$ cat src/task_delay_timeout_queue_unit_assert.svh
// Assertion macros shared by the timer queue modules
`ifndef TASK_DELAY_TIMEOUT_QUEUE_UNIT_ASSERT_SVH
`define TASK_DELAY_TIMEOUT_QUEUE_UNIT_ASSERT_SVH

// Condition holds at every clock edge outside reset
`define TDTQ_ASSERT_ALWAYS(lbl, clk, rst_n, expr, msg) \
    lbl: assert property (@(posedge clk) disable iff (!rst_n) (expr)) else $error(msg);

// Antecedent implies consequent in the same cycle
`define TDTQ_ASSERT_IMPL(lbl, clk, rst_n, ante, cons, msg) \
    lbl: assert property (@(posedge clk) disable iff (!rst_n) (ante) |-> (cons)) \
        else $error(msg);

// Antecedent implies consequent in the following cycle
`define TDTQ_ASSERT_NEXT(lbl, clk, rst_n, ante, cons, msg) \
    lbl: assert property (@(posedge clk) disable iff (!rst_n) (ante) |=> (cons)) \
        else $error(msg);

`endif

$ cat src/tdtq_pkg.sv
// Shared types and constants of the timer queue
package tdtq_pkg;
    localparam int TASK_SLOTS = 16;
    localparam int DELAY_BITS = 32;
    localparam int SLOT_W     = 4;
    localparam int IN_DELAY_W = 32;
    localparam int KIND_W     = 2;
    localparam int RANK_W     = (TASK_SLOTS > 1) ? $clog2(TASK_SLOTS) : 1;
    localparam int CNT_W      = $clog2(TASK_SLOTS + 1);

    localparam logic [KIND_W-1:0] KIND_INSERT = 2'd0;
    localparam logic [KIND_W-1:0] KIND_REMOVE = 2'd1;
    localparam logic [KIND_W-1:0] KIND_TICK   = 2'd2;

    typedef enum logic [1:0] {
        ST_IDLE,
        ST_DEC,
        ST_SCAN
    } state_t;

    typedef struct packed {
        logic load;     // apply the request on the input ports
        logic dec;      // tick: lower counts unless one is already zero, rewind scan pointer
        logic wake;     // emit the slot under the pointer and drop it
        logic adv;      // step the pointer to the next rank
    } tdtq_cmd_t;

    typedef struct packed {
        logic hit;      // slot under the pointer is due
        logic done;     // pointer has passed every queued rank
        logic out_free; // output register can take a request
    } tdtq_stat_t;
endpackage

$ cat src/task_delay_timeout_queue_unit.sv
// Top level: task sleep and timeout queue with per-slot tick counters
// Insert, remove and unused-kind requests leave the controller idle; s_ready stays high.
// A tick is taken in idle and then runs a decrement step, a scan over the queued ranks
// (at most TASK_SLOTS) and a closing step back to idle.
// Releases leave through the output register; output back-pressure holds the scan.
// aresetn (synchronous, active low) empties the queue and drops any pending result.
module task_delay_timeout_queue_unit
    import tdtq_pkg::*;
(
    input  logic                  aclk,
    input  logic                  aresetn,
    input  logic                  s_valid,
    output logic                  s_ready,
    input  logic [KIND_W-1:0]     s_kind,
    input  logic [SLOT_W-1:0]     s_task_slot,
    input  logic [IN_DELAY_W-1:0] s_delay,
    input  logic                  s_waits_on_object,
    output logic                  m_valid,
    input  logic                  m_ready,
    output logic [SLOT_W-1:0]     m_woken_task,
    output logic                  m_timed_out,
    output logic                  m_last
);
    tdtq_cmd_t  cmd;
    tdtq_stat_t stat;

    tdtq_ctrl u_ctrl (
        .aclk    (aclk),
        .aresetn (aresetn),
        .s_valid (s_valid),
        .s_kind  (s_kind),
        .s_ready (s_ready),
        .stat    (stat),
        .cmd     (cmd)
    );

    tdtq_dp u_dp (
        .aclk              (aclk),
        .aresetn           (aresetn),
        .cmd               (cmd),
        .stat              (stat),
        .s_kind            (s_kind),
        .s_task_slot       (s_task_slot),
        .s_delay           (s_delay),
        .s_waits_on_object (s_waits_on_object),
        .m_valid           (m_valid),
        .m_ready           (m_ready),
        .m_woken_task      (m_woken_task),
        .m_timed_out       (m_timed_out),
        .m_last            (m_last)
    );
endmodule

$ cat src/tdtq_dp.sv
// Datapath: per-slot counters, insertion ranks, release scan and output register
module tdtq_dp
    import tdtq_pkg::*;
(
    input  logic                  aclk,
    input  logic                  aresetn,
    input  tdtq_cmd_t             cmd,
    output tdtq_stat_t            stat,
    input  logic [KIND_W-1:0]     s_kind,
    input  logic [SLOT_W-1:0]     s_task_slot,
    input  logic [IN_DELAY_W-1:0] s_delay,
    input  logic                  s_waits_on_object,
    output logic                  m_valid,
    input  logic                  m_ready,
    output logic [SLOT_W-1:0]     m_woken_task,
    output logic                  m_timed_out,
    output logic                  m_last
);
    `include "task_delay_timeout_queue_unit_assert.svh"

    logic [DELAY_BITS-1:0] rem_reg   [TASK_SLOTS];
    logic [DELAY_BITS-1:0] rem_next  [TASK_SLOTS];
    logic [RANK_W-1:0]     rank_reg  [TASK_SLOTS];
    logic [RANK_W-1:0]     rank_next [TASK_SLOTS];
    logic [TASK_SLOTS-1:0] queued_reg, queued_next;
    logic [TASK_SLOTS-1:0] objw_reg, objw_next;
    logic [CNT_W-1:0]      count_reg, count_next;
    logic [CNT_W-1:0]      ptr_reg, ptr_next;
    logic                  m_valid_reg, m_valid_next;
    logic [SLOT_W-1:0]     woken_reg, woken_next;
    logic                  tout_reg, tout_next;
    logic                  last_reg, last_next;

    logic [TASK_SLOTS-1:0] slot_vec, zero_vec, sel_vec, drop_vec;
    logic [RANK_W-1:0]     drop_rank, slot_rank;
    logic                  drop_en, is_ins, is_rem, slot_queued;
    logic [SLOT_W-1:0]     sel_idx;

    always_comb begin
        slot_rank = '0;
        sel_idx   = '0;
        for (int i = 0; i < TASK_SLOTS; i++) begin
            slot_vec[i] = (int'(s_task_slot) == i);
            zero_vec[i] = queued_reg[i] && (rem_reg[i] == '0);
            sel_vec[i]  = zero_vec[i] && (rank_reg[i] == ptr_reg[RANK_W-1:0]);
            if (slot_vec[i]) begin
                slot_rank = rank_reg[i];
            end
            if (sel_vec[i]) begin
                sel_idx = SLOT_W'(i);
            end
        end
        slot_queued = |(slot_vec & queued_reg);
    end

    assign stat.hit      = |sel_vec;
    assign stat.done     = (ptr_reg >= count_reg);
    assign stat.out_free = !m_valid_reg || m_ready;

    assign is_ins = cmd.load && (s_kind == KIND_INSERT) && (|slot_vec) && !slot_queued;
    assign is_rem = cmd.load && (s_kind == KIND_REMOVE) && slot_queued;

    always_comb begin
        drop_en   = is_rem || cmd.wake;
        drop_vec  = cmd.wake ? sel_vec : slot_vec;
        drop_rank = cmd.wake ? ptr_reg[RANK_W-1:0] : slot_rank;
    end

    always_comb begin
        queued_next = queued_reg;
        objw_next   = objw_reg;
        count_next  = count_reg;
        ptr_next    = ptr_reg;
        for (int i = 0; i < TASK_SLOTS; i++) begin
            rem_next[i]  = rem_reg[i];
            rank_next[i] = rank_reg[i];
        end

        // Park the pointer on each accepted request so it never runs past the count
        if (cmd.load) begin
            ptr_next = '0;
        end

        if (is_ins) begin
            for (int i = 0; i < TASK_SLOTS; i++) begin
                if (slot_vec[i]) begin
                    rem_next[i]    = DELAY_BITS'(s_delay);
                    rank_next[i]   = count_reg[RANK_W-1:0];
                    queued_next[i] = 1'b1;
                    objw_next[i]   = s_waits_on_object;
                end
            end
            count_next = count_reg + 1'b1;
        end

        // Close the gap left by the dropped slot
        if (drop_en) begin
            for (int i = 0; i < TASK_SLOTS; i++) begin
                if (drop_vec[i]) begin
                    rem_next[i]    = '0;
                    rank_next[i]   = '0;
                    queued_next[i] = 1'b0;
                    objw_next[i]   = 1'b0;
                end else if (queued_reg[i] && rank_reg[i] > drop_rank) begin
                    rank_next[i] = rank_reg[i] - 1'b1;
                end
            end
            count_next = count_reg - 1'b1;
        end

        if (cmd.dec) begin
            ptr_next = '0;
            if (!(|zero_vec)) begin
                for (int i = 0; i < TASK_SLOTS; i++) begin
                    if (queued_reg[i]) begin
                        rem_next[i] = rem_reg[i] - 1'b1;
                    end
                end
            end
        end

        if (cmd.adv) begin
            ptr_next = ptr_reg + 1'b1;
        end
    end

    always_comb begin
        m_valid_next = m_valid_reg;
        woken_next   = woken_reg;
        tout_next    = tout_reg;
        last_next    = last_reg;
        if (cmd.wake) begin
            m_valid_next = 1'b1;
            woken_next   = sel_idx;
            tout_next    = |(sel_vec & objw_reg);
            last_next    = ((zero_vec & ~sel_vec) == '0);
        end else if (m_ready) begin
            m_valid_next = 1'b0;
        end
    end

    always_ff @(posedge aclk) begin
        if (!aresetn) begin
            queued_reg  <= '0;
            objw_reg    <= '0;
            count_reg   <= '0;
            ptr_reg     <= '0;
            m_valid_reg <= 1'b0;
            for (int i = 0; i < TASK_SLOTS; i++) begin
                rem_reg[i]  <= '0;
                rank_reg[i] <= '0;
            end
        end else begin
            queued_reg  <= queued_next;
            objw_reg    <= objw_next;
            count_reg   <= count_next;
            ptr_reg     <= ptr_next;
            m_valid_reg <= m_valid_next;
            for (int i = 0; i < TASK_SLOTS; i++) begin
                rem_reg[i]  <= rem_next[i];
                rank_reg[i] <= rank_next[i];
            end
        end
    end

    always_ff @(posedge aclk) begin
        woken_reg <= woken_next;
        tout_reg  <= tout_next;
        last_reg  <= last_next;
    end

    assign m_valid      = m_valid_reg;
    assign m_woken_task = woken_reg;
    assign m_timed_out  = tout_reg;
    assign m_last       = last_reg;

    `TDTQ_ASSERT_ALWAYS(a_count_matches, aclk, aresetn, $countones(queued_reg) == count_reg, "queue count out of step with queued slots")
    `TDTQ_ASSERT_ALWAYS(a_ptr_in_range, aclk, aresetn, ptr_reg <= count_reg, "scan pointer beyond queued count")
    `TDTQ_ASSERT_IMPL(a_release_onehot, aclk, aresetn, cmd.wake, $onehot(sel_vec), "release without a single due slot")
endmodule

$ cat src/tdtq_ctrl.sv
// Controller: sequences request intake, tick decrement and the release scan
module tdtq_ctrl
    import tdtq_pkg::*;
(
    input  logic              aclk,
    input  logic              aresetn,
    input  logic              s_valid,
    input  logic [KIND_W-1:0] s_kind,
    output logic              s_ready,
    input  tdtq_stat_t        stat,
    output tdtq_cmd_t         cmd
);
    `include "task_delay_timeout_queue_unit_assert.svh"

    state_t state_reg, state_next;

    always_ff @(posedge aclk) begin
        if (!aresetn) begin
            state_reg <= ST_IDLE;
        end else begin
            state_reg <= state_next;
        end
    end

    always_comb begin
        state_next = state_reg;
        cmd        = '0;
        s_ready    = 1'b0;
        case (state_reg)
            ST_IDLE: begin
                s_ready = 1'b1;
                if (s_valid) begin
                    cmd.load = 1'b1;
                    if (s_kind == KIND_TICK) begin
                        state_next = ST_DEC;
                    end
                end
            end
            ST_DEC: begin
                cmd.dec    = 1'b1;
                state_next = ST_SCAN;
            end
            ST_SCAN: begin
                // Hold on a due slot until the output register frees up
                if (stat.done) begin
                    state_next = ST_IDLE;
                end else if (stat.hit) begin
                    cmd.wake = stat.out_free;
                end else begin
                    cmd.adv = 1'b1;
                end
            end
            default: begin
                state_next = ST_IDLE;
            end
        endcase
    end

    `TDTQ_ASSERT_NEXT(a_tick_decs, aclk, aresetn, cmd.load && s_kind == KIND_TICK, cmd.dec, "tick not followed by decrement")
    `TDTQ_ASSERT_IMPL(a_release_ok, aclk, aresetn, cmd.wake, stat.hit && stat.out_free && !stat.done, "release without due slot or space")
    `TDTQ_ASSERT_IMPL(a_busy_no_load, aclk, aresetn, state_reg != ST_IDLE, !s_ready && !cmd.load, "request taken while busy")
endmodule

$ cat config.mk
export PLATFORM = sky130hd
export DESIGN_NAME = task_delay_timeout_queue_unit
export DESIGN_NICKNAME = d
export VERILOG_FILES = /design/src/tdtq_pkg.sv /design/src/task_delay_timeout_queue_unit.sv /design/src/tdtq_dp.sv /design/src/tdtq_ctrl.sv
export VERILOG_INCLUDE_DIRS = /design/src /design/src/src
export SDC_FILE = /design/constraint.sdc
export NUM_CORES = 2
export LEC_CHECK = 0
export BUFFER_PORTS_ARGS = -buffer_cell sky130_fd_sc_hd__buf_2
export CAP_MARGIN = 15
export CELL_PAD_IN_SITES_DETAIL_PLACEMENT = 1
export CELL_PAD_IN_SITES_GLOBAL_PLACEMENT = 1
export CORE_MARGIN = 2
export CORE_UTILIZATION = 45
export DETAILED_ROUTE_END_ITERATION = 7
export GPL_TIMING_DRIVEN = 0
export HOLD_SLACK_MARGIN = 0.05
export PLACE_DENSITY = 0.86
export SLEW_MARGIN = 20
export SYNTH_ARGS = -nofsm -noshare
export SYNTH_HDL_FRONTEND = slang
export SYNTH_SLANG_ARGS = --single-unit
$ cat constraint.sdc
create_clock -name aclk -period 6.9 [get_ports aclk]
set_input_delay 1.38 -clock aclk [delete_from_list [all_inputs] [get_ports aclk]]
set_output_delay 1.38 -clock aclk [all_outputs]
set_load 0.02 [all_outputs]
==> flow_metrics.py <==
metrics = {
    "timing": {
        "finalHoldViolations": 0,
        "setup-violations-final": 1,
        "slew_viol_final": 0,
        "rsz0062_at_grt": "no",
        "timing.final.crit_share_pct": 100,
        "fin_crit_ns": 6.93,
        "max-slew-margin-rel_pct": 8.70,
        "skew_ns": 0.0316,
        "fin_ws_ns": -0.0261,
        "fmax_mhz": 144,
        "worstMarginPinSlew_ns": 1.37,
    },
    "yosys": {
        "ys_dominant_reg_cell": "dfxtp_1",
        "syn_nets": 5394,
        "avgSynthCellArea_um2": 7.56,
        "yosysSeqAreaShare_pct": 31.8,
        "syn_area_um2": 39700,
        "synth_cell_types": 93,
        "synth.ff_latch_count": 627,
        "syn_inst": 5245,
        "synth_edf_count": 6,
        "yosys_warnings": 0,
        "async_flop_share_pct": 0,
    },
    "cts": {
        "clock_path_buffers": 3,
        "cts.sinks": 627,
        "clkSlewWorstSetupHoldPaths_ns": 0.06,
        "cts_tree": "done",
        "clock_latency_ns": 0.69,
        "htreeDepth": 3,
        "numCtsBuffers": 77,
        "root_buffer": "clkbuf_16",
        "hold_buffers": 0,
    },
    "status": {
        "outcome": "complete, but fails checks",
        "violations": "setup timing",
    },
    "die": {
        "chipWidth_um": 301,
        "coreArea_um2": 87000,
        "start_util_pct": 45.6,
        "die_h_um": 301,
        "placementRows": 108,
        "ios": 51,
        "dieArea_um2": 90500,
    },
    "placed_design": {
        "io_buffers": 25,
        "placed_cells": 6463,
        "gp_congestion": 1.06,
        "placed_cell_area_um2": 42300,
        "hpwlAfterDp_mm": 160,
    },
    "drt": {
        "dr.first_iter.drc_count": 5876,
        "antenna_left": 0,
        "route.detailed.drc": 0,
        "avgViaCountPerCell": 7.03,
        "routed_wirelength_mm": 218,
        "vias": 46500,
        "wire_per_inst_um": 33.0,
        "drt_pass1_iterations": 7,
    },
    "layout": {
        "largest_reg_flops": 512,
        "finalNonFillerCells": 6612,
        "drive_gt1_share_pct": 7.16,
        "area_growth_pct": 13.8,
        "fin_util_pct": 51.9,
        "design_area_um2": 45100,
        "fin_nets": 5534,
    },
    "global_routing": {
        "grt_antenna_before_repair": 20,
        "grt-ovfl-total": 0,
        "use_met1_pct": 58.4,
        "grt.busiest_layer": "met2",
        "use_met3_pct": 11.6,
        "grt_pass1_wl_mm": 313,
        "grt_pass1_vias": 45300,
        "grt_max_degree": 16,
        "track_usage_pct": 47.0,
        "use_met2_pct": 68.7,
    },
    "worst_setup_path": {
        "worst_setup_path_end_kind": "flop",
        "critical_path_class": "flop to flop",
        "critPathLaunchType": "flop",
        "worstPathRequired_ns": 7.47,
        "critPathMaxFanout": 10,
        "critPathArrivalTime_ns": 7.50,
    },
    "pwr": {
        "peakVddDrop_uv": 241,
        "cellPowerDensity_nw_per_um2": 206,
        "p_leak_nw": 18.0,
    },
    "run": {
        "max_cap_viol_count": 0,
    },
    "min_path": {
        "hp-class": "flop to flop",
    },
}
## cell usage after synthesis (31+ instances only)
cell type / count / area share [%]
ha_1: 105 / 3.3
a21oi_1: 330 / 4.2
o22a_1: 52 / 1.1
a22oi_1: 53 / 1.0
a221o_1: 152 / 3.8
or3_1: 49 / 0.77
o211ai_1: 41 / 0.78
nor2_1: 620 / 5.9
and3_1: 37 / 0.58
mux2i_1: 154 / 3.9
o21a_1: 33 / 0.62
clkbuf_1: 277 / 2.6
dfxtp_1: 621 / 31
nor3_1: 264 / 3.3
nand4_1: 61 / 0.96
a221oi_1: 33 / 0.73
or4_1: 55 / 1.0
buf_1: 31 / 0.29
xor2_1: 92 / 2.0
nand2_1: 669 / 6.3
nor3b_1: 34 / 0.64
nand3_1: 122 / 1.5
nor4_1: 187 / 2.9
nand2b_1: 38 / 0.60
a21o_1: 32 / 0.61
inv_1: 119 / 1.1
a31oi_1: 48 / 0.76
o21ai_0: 344 / 4.3
xnor2_1: 123 / 2.7
o22ai_1: 79 / 1.2
## repair_timing
action                                  CTS  global route
pin swaps                                 0             0
endpoints found under the setup margin   86            51
buffers inserted                          0             0
cloned                                    0             0
resized for setup                        12            20
## cells in the final DEF, fill, tap and decap left out, types with 22 or more instances in the layout
cell,synthesis,routed
nand2_1,669,669
dfxtp_1,621,620
nor2_1,620,617
o21ai_0,344,342
a21oi_1,330,329
nor3_1,264,257
clkbuf_1,277,238
nor4_1,187,172
mux2i_1,154,154
a221o_1,152,152
xnor2_1,123,123
nand3_1,122,122
inv_1,119,119
ha_1,105,105
xor2_1,92,92
o22ai_1,79,79
clkbuf_16,0,79
nand4_1,61,61
clkbuf_2,1,56
or4_1,55,55
buf_2,22,53
a22oi_1,53,53
o22a_1,52,52
or3_1,49,49
a31oi_1,48,48
o211ai_1,41,41
nand2b_1,38,38
and3_1,37,37
nor3b_1,34,34
a21o_1,32,32
a221oi_1,33,32
o21a_1,33,32
or2_2,27,27
o311ai_0,27,27
buf_16,0,23
nor2b_1,22,22
## critical path: stages (launching register included)
cell and delay [ns]:
dfxtp_1 0.60, buf_4 0.35, buf_2 0.52, xnor2_1 0.15, nand4_1 0.35, nor2_1 0.08, a2111oi_1 0.68, nand4bb_1 0.43
o21ai_4 0.57, clkbuf_2 0.55, o211ai_1 0.24, o21ai_4 0.25, buf_8 0.23, ha_1 0.26, a21o_1 0.16, a21oi_1 0.13
a31oi_1 0.07, o21ai_0 0.16, o21ai_1 0.21, o21a_1 0.32, or3_1 0.30, a31oi_1 0.14
## routing by layer
| layer | vias up | share of wire [%] |
|---|---|---|
| li1 | 19700 | - |
| met1 | 23100 | 38 |
| met2 | 2840 | 41 |
| met3 | 840 | 11 |
| met4 | 10 | 9.6 |
| met5 | - | 0.032 |
## per-stage QoR
stage	setup WS, ns	hold WS (ns)	setup TNS, ns	power, W
2_1_floorplan	1.19	0.407	0	0.00434
3_3_place_gp	-3.64	0.423	-291.53	0.00478
3_5_place_dp	-1.05	0.439	-67.26	0.00487
4_1_cts	0.0313	0.460	0	0.00922
5_1_grt	0.00314	0.475	0	0.00947
6_report	-0.0261	0.460	-0.0261	0.00932
## worst paths after layout
| path | depth (start not counted) | start | slack, ns | end |
|---|---|---|---|---|
| max | 21 | u_dp.ptr_reg[3]$_SDFFE_PN0P_ | -0.03 | u_dp.rank_reg[0][4]$_SDFF_PN0_ |
| min | 2 | u_dp.rem_reg[1][176]$_SDFF_PN0_ | 0.46 | u_dp.rem_reg[1][176]$_SDFF_PN0_ |
| max reg2reg | 21 | u_dp.ptr_reg[3]$_SDFFE_PN0P_ | -0.03 | u_dp.rank_reg[0][4]$_SDFF_PN0_ |
| min reg2reg | 2 | u_dp.rem_reg[1][176]$_SDFF_PN0_ | 0.46 | u_dp.rem_reg[1][176]$_SDFF_PN0_ |
## layout make-up
cell class	count	area, um2
tap	1155	1450
clock buffer	113	2300
inverter	120	450
antenna	11	27.5
multi-input combinational	4160	25500
sequential	627	12600
buffer	336	1420
fill	10800	41900
clock inverter	27	378
timing repair buffer	63	955
## power by group
| part | total (W) | switching (W) | internal (W) | leakage, nW |
|---|---|---|---|---|
| Sequential | 0.00368 | 0.0000305 | 0.00365 | 5.06 |
| Combinational | 0.00119 | 0.000869 | 0.000324 | 11.6 |
| Clock | 0.00445 | 0.00186 | 0.00259 | 1.32 |
| Total | 0.00932 | 0.00276 | 0.00656 | 18.0 |
## logic make-up after synthesis
| logic type | Yosys count | share of synthesized area, % |
|---|---|---|
| multiplexers | 174 | 4.68 |
| AND/OR/NAND/NOR | 2276 | 27.4 |
| flip-flops | 627 | 31.8 |
| buffers and inverters | 458 | 4.51 |
| adder cells (fa/ha/maj) | 112 | 3.51 |
| AO/OA/AOI/OAI | 1383 | 23.3 |
| XOR/XNOR | 215 | 4.75 |
Note: power is estimated with default switching activity, not from simulation.
